## src/sbsm_pkg.sv

```systemverilog
// ----------------------------------------------------------------------------
// sbsm_pkg: shared types and constants of the serial bank switch mapper
// Bus command codes, result targets, register indexes, reset values and the
// control/status bundles passed between the controller and the datapath.
// ----------------------------------------------------------------------------
package sbsm_pkg;

  // Bus command carried in the low bits of in_tdata.
  typedef enum logic [1:0] {
    CMD_CPU_READ   = 2'd0,
    CMD_CPU_WRITE  = 2'd1,
    CMD_CHR_ACCESS = 2'd2,
    CMD_SOFT_RESET = 2'd3
  } cmd_t;

  // Memory that serves an access.
  typedef enum logic [1:0] {
    TGT_NONE = 2'd0,
    TGT_WRAM = 2'd1,
    TGT_PRG  = 2'd2,
    TGT_CHR  = 2'd3
  } target_t;

  // Configuration register indexes.
  localparam logic REG_PRG_BANK_COUNT  = 1'b0;
  localparam logic REG_CHR_ROM_PRESENT = 1'b1;

  localparam int CFG_IDX_W  = 1;
  localparam int CFG_DATA_W = 5;
  localparam int IN_DATA_W  = 32;
  localparam int OUT_DATA_W = 32;
  localparam int MAP_W      = 18;

  localparam logic [4:0] CTRL_RESET      = 5'h1C;
  localparam logic [4:0] CTRL_PRG_16K    = 5'h0C;
  localparam logic [4:0] CHR_WHOLE_MASK  = 5'h1E;
  localparam logic [4:0] PRG_COUNT_RESET = 5'd8;

  // Result item, last field in the lowest bits.
  typedef struct packed {
    logic             pad;
    logic [1:0]       mirror_mode;
    logic [7:0]       read_data;
    logic [MAP_W-1:0] mapped_address;
    target_t          target;
    logic             claimed;
  } result_t;

  // Controller to datapath commands.
  typedef struct packed {
    logic accept;
    logic load_out;
    logic load_ram_out;
    logic clr_en;
  } ctrl_cmd_t;

  // Datapath to controller status.
  typedef struct packed {
    logic ram_read;
    logic soft_reset;
    logic clear_last;
  } dp_stat_t;

endpackage

```

## src/sbsm_ctrl.sv

```systemverilog
// ----------------------------------------------------------------------------
// sbsm_ctrl: sequencing controller of the serial bank switch mapper
// Runs the work RAM clearing sweep, the wait state of a work RAM read and the
// valid flag of the result register.
// ----------------------------------------------------------------------------
module sbsm_ctrl (
  input  logic                clk,
  input  logic                rst_n,
  input  logic                in_tvalid,
  output logic                in_tready,
  output logic                out_tvalid,
  input  logic                out_tready,
  input  sbsm_pkg::dp_stat_t  stat,
  output sbsm_pkg::ctrl_cmd_t cmd
);
  import sbsm_pkg::*;

  typedef enum logic [1:0] {
    S_CLEAR,
    S_RUN,
    S_RAM_WAIT
  } state_t;

  state_t state_r, state_nxt;
  logic   out_valid_r, out_valid_nxt;

  assign in_tready  = (state_r == S_RUN) && (!out_valid_r || out_tready);
  assign out_tvalid = out_valid_r;

  always_comb begin
    state_nxt        = state_r;
    cmd              = '0;
    cmd.accept       = in_tvalid && in_tready;
    case (state_r)
      S_CLEAR: begin
        cmd.clr_en = 1'b1;
        if (stat.clear_last) begin
          state_nxt = S_RUN;
        end
      end
      S_RUN: begin
        if (cmd.accept) begin
          if (stat.soft_reset) begin
            cmd.load_out = 1'b1;
            state_nxt    = S_CLEAR;
          end else if (stat.ram_read) begin
            state_nxt = S_RAM_WAIT;
          end else begin
            cmd.load_out = 1'b1;
          end
        end
      end
      S_RAM_WAIT: begin
        cmd.load_ram_out = 1'b1;
        state_nxt        = S_RUN;
      end
      default: begin
        state_nxt = S_CLEAR;
      end
    endcase
    if (cmd.load_out || cmd.load_ram_out) begin
      out_valid_nxt = 1'b1;
    end else if (out_tready) begin
      out_valid_nxt = 1'b0;
    end else begin
      out_valid_nxt = out_valid_r;
    end
  end

  always_ff @(posedge clk) begin
    if (!rst_n) begin
      state_r     <= S_CLEAR;
      out_valid_r <= 1'b0;
    end else begin
      state_r     <= state_nxt;
      out_valid_r <= out_valid_nxt;
    end
  end

endmodule

```

## config.mk

```make
export PLATFORM = sky130hd
export DESIGN_NAME = sbsm_ctrl
export DESIGN_NICKNAME = d
export VERILOG_FILES = /design/src/sbsm_pkg.sv /design/src/sbsm_ctrl.sv
export SDC_FILE = /design/constraint.sdc
export NUM_CORES = 1
export LEC_CHECK = 0
export ABC_AREA = 0
export BUFFER_PORTS_ARGS = -buffer_cell sky130_fd_sc_hd__buf_2
export CORE_AREA = 2 2 39 41
export CTS_CLUSTER_SIZE = 24
export DETAILED_ROUTE_END_ITERATION = 12
export DIE_AREA = 0 0 41 43
export PLACE_DENSITY_LB_ADDON = 0.1
export SYNTH_ARGS = -nofsm -noshare
export SYNTH_HDL_FRONTEND = slang
export SYNTH_SLANG_ARGS = --single-unit
```

## constraint.sdc

```tcl
create_clock -name clk -period 0.9 [get_ports clk]
set_input_delay 0.18 -clock clk [delete_from_list [all_inputs] [get_ports clk]]
set_output_delay 0.18 -clock clk [all_outputs]
set_load 0.005 [all_outputs]
```

=== Yosys cells after proc, flatten, opt, wreduce, memory -nomap -nowiden ===
Cells that the tools add are included.

* Logic and storage cells: 28
* Output and inout bits: 6
* Register bits: 3

* Muxes and demuxes: 13
* Equality and inequality tests: 5
* Reductions and logical operators: 8

{| class="wikitable"
|+ Operator list
! kind !! number
|-
| 2-to-1 mux 1 bit || 8
|-
| 2-to-1 mux 2 bit || 4
|-
| case mux 2 bit (3 select lines) || 1
|-
| != test 2 bit, second input constant || 2
|-
| != test 3 bit, second input constant || 1
|-
| AND reduction 3 bit || 1
|-
| == test 2 x 1 -> 1 bit, second input constant || 1
|-
| == test 2 bit, second input constant || 1
|-
| logical AND 1 bit || 2
|-
| zero test 2 bit || 1
|-
| logical OR 1 bit || 2
|-
| nonzero test 2 bit || 1
|-
| zero test 1 bit || 1
|}

=== Logic depth before layout (Yosys ltp) ===
* Depth in word-level cells: 8
* Mapped depth: 3
* Gate-level depth less buffers: 3

=== Worst setup path before layout ===
OpenSTA, ideal clock, no wires.

* Path kind: register to output
* From: register state_r[0]
* To: output cmd[2] (netlist name)
* Path buffers: 0
* Setup slack: -67 ps
* Stages on the path, launching flop included: 4
* Data required time: 720 ps
* Arrival time: 787 ps
* Cell sequence: dfxtp_1 nor2b_2 nand3_1 nor2_1

{| class="wikitable"
|+ RTL lines
! item !! line !! RTL
|-
| start, declared || sbsm_ctrl.sv:24 || <nowiki>state_t state_r, state_nxt;</nowiki>
|-
| start signal, assigned || sbsm_ctrl.sv:75 || <nowiki>state_r <= state_nxt;</nowiki>
|-
| end, declared || sbsm_ctrl.sv:14 || <nowiki>output sbsm_pkg::ctrl_cmd_t cmd</nowiki>
|}

==> flow_metrics.py <==
metrics = {
    "detailed_routing": {
        "routedWlPerCell_um": 9.84,
        "drt_iter0_markers": 2,
        "drc": 0,
        "routed_via_density": 3.87,
        "postRouteAntennaNets": 0,
        "drt-total-wl_um": 600,
        "drtPass1Iterations": 2,
        "num_vias": 236,
    },
    "setup_path": {
        "reg2regPathDepth": 5,
        "critPathMaxStageDelay_ps": 340,
        "worstPathRequired_ps": 720,
        "crit_chain": "nor2b_4 -> nand3_2 -> nor2_2 -> buf_2",
        "r2r_start": "state_r[0]",
        "critPathSlowestCell": "dfxtp_4",
        "startpoint": "state_r[0]",
        "startpoint_type": "register",
        "crit_arrival_ps": 1030,
        "critPathKind": "register to output port",
        "path_delay_family": "flip-flops",
        "worst-path-buf-inv": 1,
        "cp_max_fo": 3,
        "cp-end-kind": "output port",
        "cp_num_cells": 4,
    },
    "sta": {
        "finalSetupViolCount": 7,
        "post-route-period-util_pct": 134,
        "worst_slew_pin_slew_ps": 239,
        "hold_slack_ps": 206,
        "slew_headroom_pct": 84.0,
        "setup_ws_ps": -307,
        "rsz0062_at_grt": "yes",
        "fin_setup_tns_ps": -1510,
        "drv_slew": 0,
        "skew_ps": 4.86,
        "fmax_mhz": 829,
        "fin_crit_ps": 1210,
        "hold_violations": 0,
    },
    "logic_synthesis": {
        "yosys_warnings": 0,
        "ys_ff_latch": 3,
        "syn-cell-area_um2": 166,
        "synth_top_area_share_pct": 36.1,
        "synth.area.top_cells": "dfxtp_1 36%, nor2_1 9.0%, nand2b_1 7.5%",
        "synth_flop_cell": "dfxtp_1",
        "syn_nets": 29,
        "ys_seq_area_share_pct": 36.1,
        "synth_most_common_cell": "nor2_1",
        "synth-async-reset-ratio_pct": 0,
        "synthesis.instances": 22,
        "yosysUniqueCellTypes": 14,
        "syn_avg_cell_area_um2": 7.56,
        "netlist_top_cells_count": "4 x nor2_1, 3 x dfxtp_1, 2 x nand2b_1, 2 x nand3_1, 2 x nor2b_1",
        "synth-edff-count": 0,
        "yosysTopAreaCell": "dfxtp_1",
    },
    "place": {
        "gp_congestion": 0.672,
        "place_inst": 52,
        "dpl_cell_area_um2": 287,
        "port_buffers": 12,
        "dpl_worst_slack_ps": -81.1,
    },
    "power": {
        "p_switching_uw": 134,
        "power.leakage_nw": 0.198,
        "intPower_uw": 380,
        "powerDensity_nw_per_um2": 1290,
        "total_power_uw": 514,
        "pwr-share-seq_pct": 27.8,
        "p_clk_share_pct": 47.5,
        "p_sw_share_pct": 26.1,
        "p_comb_share_pct": 24.7,
        "irDropWorstVdd_mv": 0.372,
    },
    "clock_tree": {
        "hold_buffers": 0,
        "htreeDepth": 1,
        "clkLatencyLatePin_ps": 240,
        "cts_tree": "built",
        "cts_sinks": 3,
        "clkTransAtPathRegs_ps": 40,
        "root_buffer": "clkbuf_4",
        "numCtsBuffers": 3,
        "clk_path_buf_depth": 2,
    },
    "final_layout": {
        "finalCoreUtilization_pct": 28.8,
        "n_antenna_cell": 0,
        "fin_cells": 61,
        "fillers": 154,
        "finalNetCount": 53,
        "synthToLayoutAreaGrowth_pct": 139,
        "drive_gt1_share_pct": 77.8,
        "stdcell_area_um2": 398,
    },
    "global_route": {
        "gr-total-overflow": 0,
        "grt_pass1_wl_um": 876,
        "grt_usage_pct": 8.61,
        "antenna_found_initial": 0,
        "grt_max_degree": 6,
        "grt_pass1_vias": 224,
    },
    "min_path": {
        "hold_path_class": "input pin to register",
        "holdPathStages": 3,
        "holdCritStartpoint": "rst_n",
    },
    "die": {
        "initial_core_util_pct": 12.0,
        "dieWidth_um": 41,
        "coreArea_um2": 1380,
        "die_area_um2": 1760,
        "rows": 14,
        "ioPinCount": 13,
        "die_h_um": 43,
    },
    "status": {
        "status": "complete, but fails checks",
        "violations": "negative setup slack",
    },
    "job": {
        "maxCapViolations": 0,
    },
}
area by class of cell:
class | count | area [µm²] | share of cell area [%]
clock buffers | 4 | 26.3 | 6.60
flip-flops and latches | 3 | 68.8 | 17.3
well taps | 16 | 20.0 | 5.03
repair buffers | 19 | 126 | 31.8
multi-input cells | 18 | 153 | 38.4
inverters | 1 | 3.75 | 0.943
cells by family (layout without fill, tap and decap cells):
group	after synthesis	in the layout	synth area share, %
buffers and inverters	1	24	2.25
flip-flops	3	3	36.1
AO/OA/AOI/OAI	3	3	13.5
AND/OR/NAND/NOR	15	15	48.1
registers in the layout, indices dropped and copies added (netlist names):
| register | flops |
|---|---|
| out_tvalid | 1 |
| state_r | 2 |
path summary, 6_finish.rpt:
path,end,slack (ps)
setup / recovery,cmd[2],-310
hold / removal,state_r[1],210
setup reg to reg,out_tvalid,-110
hold reg to reg,state_r[1],570
timing repair:
action | 4_1_cts | 5_1_grt
setup endpoints to repair | 6 | 8
gates resized for setup | 4 | 9
setup buffers | 3 | 3
pin swaps | 6 | 3
power by group through the flow:
stage	sequential [mW]	combinational [mW]	clock, mW
after floorplan	0.150	0.0400	0
after global placement	0.147	0.0892	0
after detailed placement	0.147	0.0887	0
after CTS	0.143	0.117	0.251
after global routing	0.143	0.140	0.268
final	0.143	0.127	0.244
layout by cell type (no fill, tap or decap):
cell and count:
a21oi_2 1, a22o_1 1, and2_4 1, and3_1 1, buf_2 11, buf_4 5, buf_6 3, clkbuf_1 1
clkbuf_4 3, dfxtp_2 1, dfxtp_4 2, inv_1 1, nand2_1 1, nand2b_1 1, nand2b_4 1, nand3_1 1
nand3_2 1, nor2_1 1, nor2_2 3, nor2b_1 1, nor2b_4 2, nor3_4 1, o2111ai_1 1
worst min-delay path: stages:
cell     delay, ps
buf_2          120
nand3_1         80
nor2_2          30
per-layer routing:
layer  routed length, µm  share of wire [%]  up-vias  track usage [%]
li1                    -                  -      120                -
met1                 225                 38      103             9.24
met2                 293                 49       11             8.44
met3                  67                 11        2             4.71
met4                  14                2.3        0             14.0
met5                   0                  0        -                0
Power figures use the tool's default switching activity.
